===== config.mk =====
export PLATFORM = sky130hd
export DESIGN_NAME = transfer_record_palette_parser
export DESIGN_NICKNAME = d
export VERILOG_FILES = /design/src/rtl/trpp_pkg.sv /design/src/rtl/trpp_parse.sv /design/src/rtl/trpp_out_reg.sv /design/src/rtl/transfer_record_palette_parser.sv
export SDC_FILE = /design/constraint.sdc
export NUM_CORES = 1
export LEC_CHECK = 0
export BUFFER_PORTS_ARGS = -buffer_cell sky130_fd_sc_hd__buf_2
export CAP_MARGIN = 10
export CORE_ASPECT_RATIO = 1.1
export CORE_MARGIN = 8
export CORE_UTILIZATION = 35
export CTS_CLUSTER_SIZE = 14
export DETAILED_ROUTE_END_ITERATION = 6
export PLACE_DENSITY = 0.53
export SLEW_MARGIN = 20
export SYNTH_ARGS = -nofsm -noshare
export SYNTH_HDL_FRONTEND = slang
export SYNTH_SLANG_ARGS = --single-unit
export TNS_END_PERCENT = 100

===== constraint.sdc =====
create_clock -name clk -period 3.69 [get_ports clk]
set_input_delay 0.738 -clock clk [delete_from_list [all_inputs] [get_ports clk]]
set_output_delay 0.738 -clock clk [all_outputs]
set_load 0.02 [all_outputs]

===== src/rtl/trpp_pkg.sv =====
// shared types and constants for the transfer record palette parser
`default_nettype none

package trpp_pkg;

	localparam int unsigned BYTE_W  = 8;
	localparam int unsigned SLOT_W  = 5;
	localparam int unsigned COUNT_W = 7;

	localparam logic [BYTE_W-1:0]  END_MARK         = 8'h80;
	localparam logic [BYTE_W-1:0]  PALETTE_HIGH     = 8'h3F;
	localparam logic [COUNT_W-1:0] COUNT_FULL       = 7'd64;
	localparam logic [BYTE_W-1:0]  MAX_OFFSET_RESET = 8'h60;
	localparam logic [BYTE_W-1:0]  POSITION_MAX     = 8'hFF;

	// parser phase, one-hot
	typedef enum logic [4:0] {
		PH_HIGH    = 5'b00001,
		PH_LOW     = 5'b00010,
		PH_CTRL    = 5'b00100,
		PH_PAYLOAD = 5'b01000,
		PH_ENDED   = 5'b10000
	} phase_t;

	// palette write produced by one byte
	typedef struct packed {
		logic              produce;
		logic [SLOT_W-1:0] slot;
		logic [BYTE_W-1:0] color;
	} result_t;

endpackage

`default_nettype wire


===== src/rtl/trpp_parse.sv =====
// record parser state and per-byte step logic
`default_nettype none

module trpp_parse (
	input  wire logic                          clk,
	input  wire logic                          arst_n,
	input  wire logic                          step,
	input  wire logic [trpp_pkg::BYTE_W-1:0]   data_byte,
	input  wire logic                          last_byte,
	input  wire logic [trpp_pkg::BYTE_W-1:0]   max_offset,
	output trpp_pkg::result_t                  res
);

	trpp_pkg::phase_t                   phase_q, phase_d;
	logic [trpp_pkg::BYTE_W-1:0]        position_q, position_d;
	logic [trpp_pkg::SLOT_W-1:0]        slot_q, slot_d;
	logic [trpp_pkg::COUNT_W-1:0]       remaining_q, remaining_d, rem_dec;
	logic                               is_palette_q, is_palette_d;
	logic                               in_range;

	assign in_range = (position_q < max_offset);
	assign rem_dec  = (remaining_q != '0) ? remaining_q - 1'b1 : '0;

	always_comb begin
		phase_d      = phase_q;
		slot_d       = slot_q;
		remaining_d  = remaining_q;
		is_palette_d = is_palette_q;
		res.produce  = 1'b0;
		res.slot     = slot_q;
		res.color    = data_byte;
		if (in_range) begin
			unique case (phase_q)
				trpp_pkg::PH_HIGH: begin
					if (data_byte >= trpp_pkg::END_MARK) begin
						phase_d = trpp_pkg::PH_ENDED;
					end else begin
						is_palette_d = (data_byte == trpp_pkg::PALETTE_HIGH);
						phase_d      = trpp_pkg::PH_LOW;
					end
				end
				trpp_pkg::PH_LOW: begin
					slot_d  = data_byte[trpp_pkg::SLOT_W-1:0];
					phase_d = trpp_pkg::PH_CTRL;
				end
				trpp_pkg::PH_CTRL: begin
					// count of zero means a full record
					remaining_d = (data_byte[5:0] == 6'd0) ? trpp_pkg::COUNT_FULL
						: {1'b0, data_byte[5:0]};
					phase_d = trpp_pkg::PH_PAYLOAD;
				end
				trpp_pkg::PH_PAYLOAD: begin
					res.produce = is_palette_q;
					slot_d      = slot_q + 1'b1;
					remaining_d = rem_dec;
					if (rem_dec == '0) begin
						phase_d = trpp_pkg::PH_HIGH;
					end
				end
				default: begin
				end
			endcase
		end
		position_d = (position_q < trpp_pkg::POSITION_MAX) ? position_q + 1'b1 : position_q;
	end

	always_ff @(posedge clk or negedge arst_n) begin
		if (!arst_n) begin
			phase_q      <= trpp_pkg::PH_HIGH;
			position_q   <= '0;
			slot_q       <= '0;
			remaining_q  <= '0;
			is_palette_q <= 1'b0;
		end else if (step) begin
			if (last_byte) begin
				phase_q      <= trpp_pkg::PH_HIGH;
				position_q   <= '0;
				slot_q       <= '0;
				remaining_q  <= '0;
				is_palette_q <= 1'b0;
			end else begin
				phase_q      <= phase_d;
				position_q   <= position_d;
				slot_q       <= slot_d;
				remaining_q  <= remaining_d;
				is_palette_q <= is_palette_d;
			end
		end
	end

endmodule

`default_nettype wire


===== src/rtl/trpp_out_reg.sv =====
// result register with valid and stall towards the consumer
`default_nettype none

module trpp_out_reg (
	input  wire logic                          clk,
	input  wire logic                          arst_n,
	input  wire logic                          load,
	input  wire trpp_pkg::result_t             res,
	input  wire logic                          out_stall,
	output logic                               out_valid,
	output logic [trpp_pkg::SLOT_W-1:0]        palette_slot,
	output logic [trpp_pkg::BYTE_W-1:0]        color_index
);

	logic                         valid_q;
	logic [trpp_pkg::SLOT_W-1:0]  slot_q;
	logic [trpp_pkg::BYTE_W-1:0]  color_q;

	always_ff @(posedge clk or negedge arst_n) begin
		if (!arst_n) begin
			valid_q <= 1'b0;
		end else if (load) begin
			valid_q <= 1'b1;
		end else if (valid_q && !out_stall) begin
			valid_q <= 1'b0;
		end
	end

	always_ff @(posedge clk) begin
		if (load) begin
			slot_q  <= res.slot;
			color_q <= res.color;
		end
	end

	assign out_valid    = valid_q;
	assign palette_slot = slot_q;
	assign color_index  = color_q;

endmodule

`default_nettype wire


===== src/rtl/transfer_record_palette_parser.sv =====
// top level of the transfer record palette parser
// a byte is held in the input register, then its palette write in the result register
// throughput: one byte per cycle, limited only by the consumer stalling a palette write
// a byte that gives no palette write never waits on the consumer
// reset: arst_n clears the parser state, both valid flags and sets max_offset to 0x60
// the byte that carries last_byte returns the parser to its reset state, max_offset kept
`default_nettype none

module transfer_record_palette_parser (
	input  wire logic                          clk,
	input  wire logic                          arst_n,
	// byte stream in
	input  wire logic                          in_valid,
	output logic                               in_stall,
	input  wire logic [trpp_pkg::BYTE_W-1:0]   data_byte,
	input  wire logic                          last_byte,
	// palette writes out
	output logic                               out_valid,
	input  wire logic                          out_stall,
	output logic [trpp_pkg::SLOT_W-1:0]        palette_slot,
	output logic [trpp_pkg::BYTE_W-1:0]        color_index,
	// max_offset register write
	input  wire logic                          cfg_valid,
	output logic                               cfg_ready,
	input  wire logic [trpp_pkg::BYTE_W-1:0]   cfg_data
);

	// configuration register, always writable
	logic [trpp_pkg::BYTE_W-1:0] max_offset_q;

	// input register stage
	logic                         in_valid_s1;
	logic [trpp_pkg::BYTE_W-1:0]  data_byte_s1;
	logic                         last_byte_s1;

	trpp_pkg::result_t            res;
	logic                         advance;

	assign cfg_ready = 1'b1;

	always_ff @(posedge clk or negedge arst_n) begin
		if (!arst_n) begin
			max_offset_q <= trpp_pkg::MAX_OFFSET_RESET;
		end else if (cfg_valid && cfg_ready) begin
			max_offset_q <= cfg_data;
		end
	end

	// the held byte moves on unless it makes a palette write that the
	// result register cannot take this cycle
	assign advance  = in_valid_s1 && (!res.produce || !out_valid || !out_stall);
	assign in_stall = in_valid_s1 && !advance;

	always_ff @(posedge clk or negedge arst_n) begin
		if (!arst_n) begin
			in_valid_s1 <= 1'b0;
		end else if (!in_stall) begin
			in_valid_s1 <= in_valid;
		end
	end

	always_ff @(posedge clk) begin
		if (in_valid && !in_stall) begin
			data_byte_s1 <= data_byte;
			last_byte_s1 <= last_byte;
		end
	end

	// parser state updates once per byte as it leaves the input stage
	trpp_parse u_parse (
		.clk        (clk),
		.arst_n     (arst_n),
		.step       (advance),
		.data_byte  (data_byte_s1),
		.last_byte  (last_byte_s1),
		.max_offset (max_offset_q),
		.res        (res)
	);

	// a new palette write may replace one that is being transferred this edge
	trpp_out_reg u_out_reg (
		.clk          (clk),
		.arst_n       (arst_n),
		.load         (advance && res.produce),
		.res          (res),
		.out_stall    (out_stall),
		.out_valid    (out_valid),
		.palette_slot (palette_slot),
		.color_index  (color_index)
	);

endmodule

`default_nettype wire


# Yosys cells after proc, flatten, opt, wreduce, memory -nomap -nowiden

Cells that the tools add are included.
Widths: inputs -> output; s select.

Bits in registers: 58
Input port bits: 22
Output and inout bits: 16

Add/subtract/negate cells: 3
$lt $le $gt $ge: 3
Equality and inequality tests: 7
Muxes and demuxes: 23
Reduce and logical (&&, ||, !) cells: 27

Operator list:

| operator            | number |
|---|---|
| $mux 5              | 6 |
| $mux 7              | 4 |
| $pmux 5 s4          | 1 |
| $mux 8              | 2 |
| $pmux 7 s2          | 1 |
| $pmux 5 s2          | 1 |
| $add 8x1->8 const B | 1 |
| $eq 8x6->1 const B  | 1 |
| $ge 8x8->1 const B  | 1 |
| $lt 8x8->1          | 1 |
| $lt 8x8->1 const B  | 1 |
| $mux 1              | 8 |
| $reduce_and 4->1    | 2 |
| $reduce_bool 2->1   | 4 |
| $logic_not 7->1     | 1 |
| $reduce_bool 7->1   | 1 |
| $sub 7x1->7 const B | 1 |
| $logic_not 6->1     | 1 |
| $reduce_and 3->1    | 2 |
| $reduce_bool 3->1   | 2 |
| $add 5x1->5 const B | 1 |
| $eq 5x1->1 const B  | 1 |
| $eq 5x2->1 const B  | 1 |
| $eq 5x3->1 const B  | 1 |
| other kinds (8)     | 17 |

# Longest topological paths before layout

Gate-level depths: netlist of the first run.

Depth after elaboration: 11
Gate-level depth with buffers: 9

# Cells and area by module

A second synthesis of the first run with hierarchy kept.

Cells, all modules: 288
Area total of the unflattened synthesis: 3178.0 µm²

Modules (own cells, without submodules):

| module                         | times used | cells an instance | area each (µm²) |
|---|---|---|---|
| trpp_parse                     | 1          | 236               | 2073.2 |
| transfer_record_palette_parser | 1          | 37                | 681.9 |
| trpp_out_reg                   | 1          | 15                | 422.9 |

# Least setup slack after synthesis of the first run

No wires, ideal clock.

Path type: register to output
From: reg u_parse.position_q[2] in the netlist's numbering
To: out in_stall
Data arrival time: 2.008 ns
Data required time: 2.952 ns
Slack: 0.944 ns
Stages on the path, launching flop included: 8
Cell sequence: dfrtp_1 > ha_1 > a211oi_1 > o21ai_1 > a2111oi_4 > and3_1 > nand4_1 > inv_1

Word-level cells in the longest chain between the ends: 8

Ends and longest elaborated chain:

| item                          | line                                 | RTL |
|---|---|---|
| from (decl)                   | trpp_parse.sv:15                     | `logic [trpp_pkg::BYTE_W-1:0] position_q, position_d;` |
| from (signal assigned)        | trpp_parse.sv:83                     | `position_q <= position_d;` |
| $lt 8x8->1                    | trpp_parse.sv:21                     | `assign in_range = (position_q < max_offset);` |
| $mux 1                        | trpp_parse.sv:32                     | `if (in_range) begin` |
| $logic_not 1->1               | transfer_record_palette_parser.sv:51 | `assign advance = in_valid_s1 && (!res.produce \|\| !out_valid \|\| !out_stall);` |
| $logic_or 1x1->1 (2 in a row) | transfer_record_palette_parser.sv:51 |  |
| $logic_and 1x1->1             | transfer_record_palette_parser.sv:51 |  |
| $logic_not 1->1               | transfer_record_palette_parser.sv:52 | `assign in_stall = in_valid_s1 && !advance;` |
| $logic_and 1x1->1             | transfer_record_palette_parser.sv:52 |  |
| to (decl)                     | transfer_record_palette_parser.sv:14 | `output logic in_stall,` |

No other way between the ends.

# Worst setup path after layout of the first run

Same ends and word-level chain as after synthesis.

==> results of run 1 <==
cell families (layout without fill, tap and decap cells):
family	after synthesis	after routing	synth area share (%)
other cells	1	1	0.125
buf+inv	26	70	3.96
compound gates	53	53	13.4
xor+xnor	4	4	1.17
simple gates	105	105	19.2
fa+ha+maj	11	11	4.58
flops	58	58	52.1
mux	13	13	5.50
cells in the mapped netlist (8+ instances only):
cell type,count,area [µm²]
dfrtp_1,33,826
nand2_1,28,105
edfxtp_1,22,661
inv_1,14,52.6
nor2_1,14,52.6
o21ai_0,12,60.1
ha_1,11,138
and3_1,9,56.3
nor3b_1,9,67.6
a21oi_1,8,40.0
a221o_1,8,80.1
nand3_1,8,40.0
state kept, by name (all words and copies together), names as in the netlist:
name                    cells
u_out_reg.out_valid         1
u_parse.slot_q              5
u_out_reg.palette_slot      5
u_out_reg.color_index       8
u_parse.phase_q             5
u_parse.remaining_q         7
in_valid_s1                 1
last_byte_s1                1
u_parse.position_q          8
u_parse.is_palette_q        1
max_offset_q                8
data_byte_s1                8
layout make-up:
type / instances / area, µm²
Tap cell: 111 / 139
Timing Repair Buffer: 40 / 210
Inverter: 14 / 52.6
Multi-Input combinational cell: 187 / 1320
Fill cell: 796 / 4850
Clock inverter: 7 / 101
Clock buffer: 9 / 124
Sequential cell: 58 / 1570
worst max-delay path: stages, from the launching register on:
cell       delay, ps
dfrtp_1          430
ha_1             300
a211oi_1         230
o21ai_1          140
a2111oi_4        570
and3_1           270
nand4_1          140
inv_1             70
buf_2            160
through the flow:
stage	total power [mW]	area [µm²]	util (%)	hold slack (ps)	std cells
3_3_place_gp	1.24	3290	39.3	452	410
5_1_grt	2.02	3510	42.0	470	426
2_1_floorplan	1.16	3000	-	427	271
4_1_cts	1.92	3510	42.0	454	426
3_5_place_dp	1.24	3290	39.3	447	410
6_report	1.91	3510	42.0	453	426
final timing paths:
path | start | endpoint | slack [ps] | depth (start not counted)
worst max-delay path | u_parse.position_q[2]$_DFFE_PN0P_ | in_stall | 290 | 8
worst min-delay path | data_byte_s1[6]$_DFFE_PP_ | u_out_reg.color_index[6]$_DFFE_PP_ | 450 | 0
worst max register to register | u_parse.position_q[2]$_DFFE_PN0P_ | u_parse.slot_q[1]$_DFFE_PN0P_ | 750 | 8
worst min register to register | data_byte_s1[6]$_DFFE_PP_ | u_out_reg.color_index[6]$_DFFE_PP_ | 450 | 0
max in group asynchronous | arst_n | u_parse.remaining_q[1]$_DFFE_PN0P_ | 2640 | 1
min in group asynchronous | arst_n | u_parse.position_q[6]$_DFFE_PN0P_ | 500 | 1
power by group through the flow:
stage / registers (mW) / clock network, mW / logic, mW
final: 0.864 / 0.676 / 0.366
after global placement: 0.873 / 0 / 0.363
after detailed placement: 0.875 / 0 / 0.368
after floorplan: 0.818 / 0 / 0.342
after CTS: 0.862 / 0.692 / 0.370
after global routing: 0.877 / 0.722 / 0.417
cell usage in the layout, fill, tap and decap left out, drive strengths merged, types with 11 or more instances in the layout:
| master | count |
|---|---|
| buf | 40 |
| dfrtp | 33 |
| edfxtp | 22 |
| ha | 11 |
| inv | 16 |
| mux2 | 13 |
| nand2 | 28 |
| nor2 | 14 |
| o21ai | 17 |
layer usage:
| metal | track usage, % | up-vias | share of wire, % |
|---|---|---|---|
| met3 | 3.58 | 7 | 4.1 |
| met1 | 14.7 | 1081 | 47 |
| met4 | 5.22 | 0 | 1.6 |
| li1 | - | 1081 | - |
| met2 | 18.4 | 40 | 47 |
| met5 | 0 | - | 0 |
==> flow_summary.json, run 1 <==
{
  "status": "finished, final reports clean",
  "drtAntennaViolNets": 0,
  "cts_resized": 0,
  "required_ps": 2950,
  "clkSinkCount": 58,
  "vdd_drop_max_mv": 0.268,
  "path_class": "flop to primary output",
  "arrival_ps": 2660,
  "tightestPinTransition_ps": 883,
  "sequentialPowerShare_pct": 45.3,
  "start_util_pct": 35.9,
  "core_um2": 8360,
  "cap_violations": 0,
  "layout.nets": 343,
  "die_area_um2": 11800,
  "root_buffer": "clkbuf_8",
  "yosysUniqueCellTypes": 54,
  "preCtsSetupSlack_ps": 668,
  "rsz0062_at_grt": "no",
  "fin_crit_sh_pct": 92.1,
  "power_frac_comb_pct": 19.2,
  "routedWlPerCell_um": 15.3,
  "clock_latency_ps": 350,
  "fin_skew_ps": 13.0,
  "place_hpwl_um": 4580,
  "cts_setup_buffers": 0,
  "fin_tns_setup_ps": 0,
  "dr.pass1.iters": 4,
  "p_leak_nw": 1.56,
  "grt_max_degree": 37,
  "wirelength_um": 6540,
  "cts_tree": "yes",
  "synth_edf_count": 22,
  "p_int_mw": 1.32,
  "viasPerCell": 5.19,
  "crit_path_start_kind": "flop",
  "syn_area_per_cell_um2": 11.1,
  "postCtsHoldBufs": 0,
  "slew_violations": 0,
  "synth_flop_cell": "dfrtp_1",
  "vias": 2209,
  "relSlewSlack_pct": 40.7,
  "drive_gt1_share_pct": 22.2,
  "antenna_found_initial": 0,
  "switching_share_pct": 30.9,
  "timing.final.ws_setup_ps": 293,
  "ys_async_sr_fraction_pct": 62.1,
  "synthesis.area_um2": 3000,
  "fp-row-count": 35,
  "ys_warn_count": 0,
  "worst_setup_path_end_kind": "primary output",
  "die_x_um": 104,
  "numCtsBuffers": 9,
  "ys_seq_area_share_pct": 52.1,
  "cts_buffer_depth": 2,
  "grt_remaining_overflow": 0,
  "switching_power_mw": 0.588,
  "yosys_register_bits": 58,
  "synth_nets": 304,
  "routabilityCongestion": 0.857,
  "max_freq_mhz": 294,
  "grt_pass1_vias": 2246,
  "drcViolationCount": 0,
  "drt_first_iter_violations": 152,
  "synthToLayoutAreaGrowth_pct": 16.9,
  "min_period_ps": 3400,
  "grt_pass1_wl_um": 11200,
  "track_usage_pct": 11.8,
  "finalHoldViolations": 0,
  "clk_pin_slew_worst_paths_ps": 80,
  "htreeDepth": 3,
  "setup-violations-final": 0,
  "antennaDiodeCount": 0,
  "hp-class": "flop to flop",
  "powerDensity_nw_per_um2": 543,
  "clkPwrFrac_pct": 35.4,
  "syn_inst": 271,
  "portBuffers": 36,
  "die_h_um": 113,
  "pin_count": 38,
  "critPathMaxFanout": 8
}
Power figures use the tool's default switching activity.
==> run 2, diff against run 1 <==
--- a/config.mk
+++ b/config.mk
@@ -5,6 +5,7 @@
 export SDC_FILE = /design/constraint.sdc
 export NUM_CORES = 1
 export LEC_CHECK = 0
+export ABC_AREA = 1
 export BUFFER_PORTS_ARGS = -buffer_cell sky130_fd_sc_hd__buf_2
 export CAP_MARGIN = 10
 export CORE_ASPECT_RATIO = 1.1
==> run 2 against run 1 <==
  * Fmax rose by 22%
  * Via count increased by 7.4%
  * Power is 2.9% lower
  * Sequential power down 5.6%
  * Count of clock-buffer cells in the layout unchanged
  * Final cell count rose by 17%
  * Critical path depth fell by 1
  * Area after synthesis grew 1.2%
  * Critical endpoint unchanged
  * Highest routed layer unchanged
==> flow_summary.json, run 2 <==
{
  "placed_area_um2": 3320,
  "finalHoldViolations": 0,
  "track_usage_pct": 11.9,
  "path_buf_inv": 2,
  "synthesis.area_um2": 3040,
  "root_buffer": "clkbuf_8",
  "wirelength_um": 6600,
  "vias": 2373,
  "routabilityCongestion": 0.834,
  "final_cell_mix": "nand2_1, inv_1, buf_2",
  "synth_compound_area_share_pct": 9.38,
  "rsz0062_at_grt": "no",
  "switching_share_pct": 31.8,
  "syn_inst": 341,
  "dpl.cell_count": 483,
  "yosys_register_bits": 58,
  "htreeDepth": 3,
  "place_hpwl_um": 4950,
  "stdcell_area_um2": 3550,
  "yosys-top-cells-count": "nand2_1, inv_1, dfrtp_1, nand3_1, nor2_1",
  "synth_edf_count": 22,
  "fp-row-count": 35,
  "drive_gt1_share_pct": 21.1,
  "drcViolationCount": 0,
  "max_freq_mhz": 361,
  "synth_flop_cell": "dfrtp_1",
  "hold_depth": 0,
  "cts_tree": "yes",
  "clkSinkCount": 58,
  "yosysUniqueCellTypes": 38,
  "arrival_ps": 2040,
  "fin_tns_setup_ps": 0,
  "clkPwrFrac_pct": 36.1,
  "drtAntennaViolNets": 0,
  "fin_util_pct": 42.2,
  "dr.pass1.iters": 4,
  "cap_violations": 0,
  "fin_skew_ps": 7.20,
  "grt_pass1_wl_um": 11300,
  "yosys.area.top_type": "dfrtp_1",
  "synthSimpleGateAreaFrac_pct": 25.5,
  "min_period_ps": 2770,
  "synth.area.mux_share_pct": 0.370,
  "power_frac_comb_pct": 19.8,
  "worst_setup_path_end_kind": "primary output",
  "cts_buffer_depth": 2,
  "grt_remaining_overflow": 0,
  "synth-xor-area-share_pct": 1.44,
  "crit_chain": "inv_1 -> ha_1 -> a21oi_1 -> o21a_1 -> nand4_4 -> nor2_1 -> buf_2",
  "rr_worst_depth": 7,
  "finalNonFillerCells": 499,
  "critical-path-top-delay-family": "flip-flops",
  "final_common_cell": "nand2_1",
  "tightestPinTransition_ps": 856,
  "portBuffers": 36,
  "die_x_um": 105,
  "synth_nets": 374,
  "synthToLayoutAreaGrowth_pct": 16.8,
  "vdd_drop_max_mv": 0.195,
  "p_leak_nw": 1.66,
  "required_ps": 2950,
  "core_um2": 8410,
  "ys_async_sr_fraction_pct": 62.1,
  "antennaDiodeCount": 0,
  "whs_ps": 459,
  "synth_top_cell_area_share_pct": 27.2,
  "clock_latency_ps": 340,
  "fin_crit_sh_pct": 75.2,
  "status": "finished, final reports clean",
  "worst-path-stages": 7,
  "ys_seq_area_share_pct": 51.5,
  "layout.nets": 416,
  "crit_path_top_delay_cell": "dfstp_2",
  "switching_power_mw": 0.588,
  "antenna_found_initial": 0,
  "hp-class": "flop to flop",
  "synthAdderAreaFrac_pct": 4.53,
  "viasPerCell": 4.76,
  "start_util_pct": 36.2,
  "synth_area_leaders": "dfrtp_1, edfxtp_1, nand2_1",
  "synth.most_common_cell": "nand2_1",
  "ys_warn_count": 0,
  "slew_violations": 0,
  "die_area_um2": 11900,
  "die_h_um": 114,
  "crit_path_start_kind": "flop",
  "critPathMaxFanout": 5,
  "path_class": "flop to primary output",
  "cts_resized": 0,
  "sequentialPowerShare_pct": 44.1,
  "grt_max_degree": 37,
  "cp_slowest_stage_delay_ps": 520,
  "cts_setup_buffers": 0,
  "numCtsBuffers": 9,
  "postCtsHoldBufs": 0,
  "grt_pass1_vias": 2431,
  "relSlewSlack_pct": 42.9,
  "synth_top_family_by_area": "simple AND/OR/NAND/NOR gates",
  "fillCellCount": 863,
  "clk_pin_slew_worst_paths_ps": 70,
  "setup-violations-final": 0,
  "routedWlPerCell_um": 13.2,
  "powerDensity_nw_per_um2": 521,
  "pin_count": 38,
  "p_int_mw": 1.26,
  "drt_first_iter_violations": 93,
  "syn_area_per_cell_um2": 8.92
}
==> run 2: worst paths after layout <==
check                                                endpoint                   startpoint  slack [ps]
hold / removal             u_out_reg.color_index[6]$_DFFE_PP_    data_byte_s1[6]$_DFFE_PP_         460
setup reg to reg                    data_byte_s1[6]$_DFFE_PP_  max_offset_q[6]$_DFFE_PN1P_        1370
hold reg to reg            u_out_reg.color_index[6]$_DFFE_PP_    data_byte_s1[6]$_DFFE_PP_         460
min in group asynchronous       u_parse.slot_q[0]$_DFFE_PN0P_                       arst_n         480
setup / recovery                                     in_stall  max_offset_q[5]$_DFFE_PN1P_         920
max in group asynchronous   u_parse.position_q[6]$_DFFE_PN0P_                       arst_n        2640
==> run 2: worst reg2reg max path: stages (launching register included) <==
cell and delay, ps:
dfstp_2 530, inv_1 50, ha_1 270, nand2_1 60, o21a_1 240, nand4_4 140
nor2_1 70, nor2_1 590
==> run 2: routing by layer <==
metal / share of wire [%] / global-route usage [%] / wire length, µm / up-vias
li1: - / - / - / 1201
met1: 44 / 13.1 / 2880 / 1119
met2: 51 / 20.0 / 3340 / 40
met3: 3.7 / 3.95 / 246 / 13
met4: 2.0 / 6.10 / 129 / 0
met5: 0 / 0 / 0 / -
==> run 2: metrics by stage <==
stage | power (mW) | worst slack, ps
final | 1.85 | 916
after global routing | 1.97 | 767
after CTS | 1.88 | 879
after detailed placement | 1.20 | 1270
after floorplan | 1.10 | 1330
after global placement | 1.19 | 1300
==> run 2: power groups by stage <==
stage | logic (mW) | clock network (mW) | registers (mW)
after floorplan | 0.295 | 0 | 0.808
after global placement | 0.363 | 0 | 0.827
after detailed placement | 0.368 | 0 | 0.829
after CTS | 0.370 | 0.692 | 0.815
after global routing | 0.423 | 0.721 | 0.825
final | 0.367 | 0.668 | 0.816
==> run 2: layout make-up <==
| class | instances | area [µm²] | area share (%) |
|---|---|---|---|
| flip-flops and latches | 58 | 1570 | 44.1 |
| multi-input cells | 230 | 1260 | 35.4 |
| repair buffers | 37 | 188 | 5.29 |
| well taps | 111 | 139 | 3.91 |
| clock buffers | 9 | 124 | 3.49 |
| inverters | 47 | 176 | 4.97 |
| clock inverters | 7 | 103 | 2.89 |
==> run 2: kinds of logic after synthesis <==
family	after synthesis
simple gates	162
flops	58
buf+inv	53
compound gates	50
fa+ha+maj	11
xor+xnor	5
other cells	1
mux	1
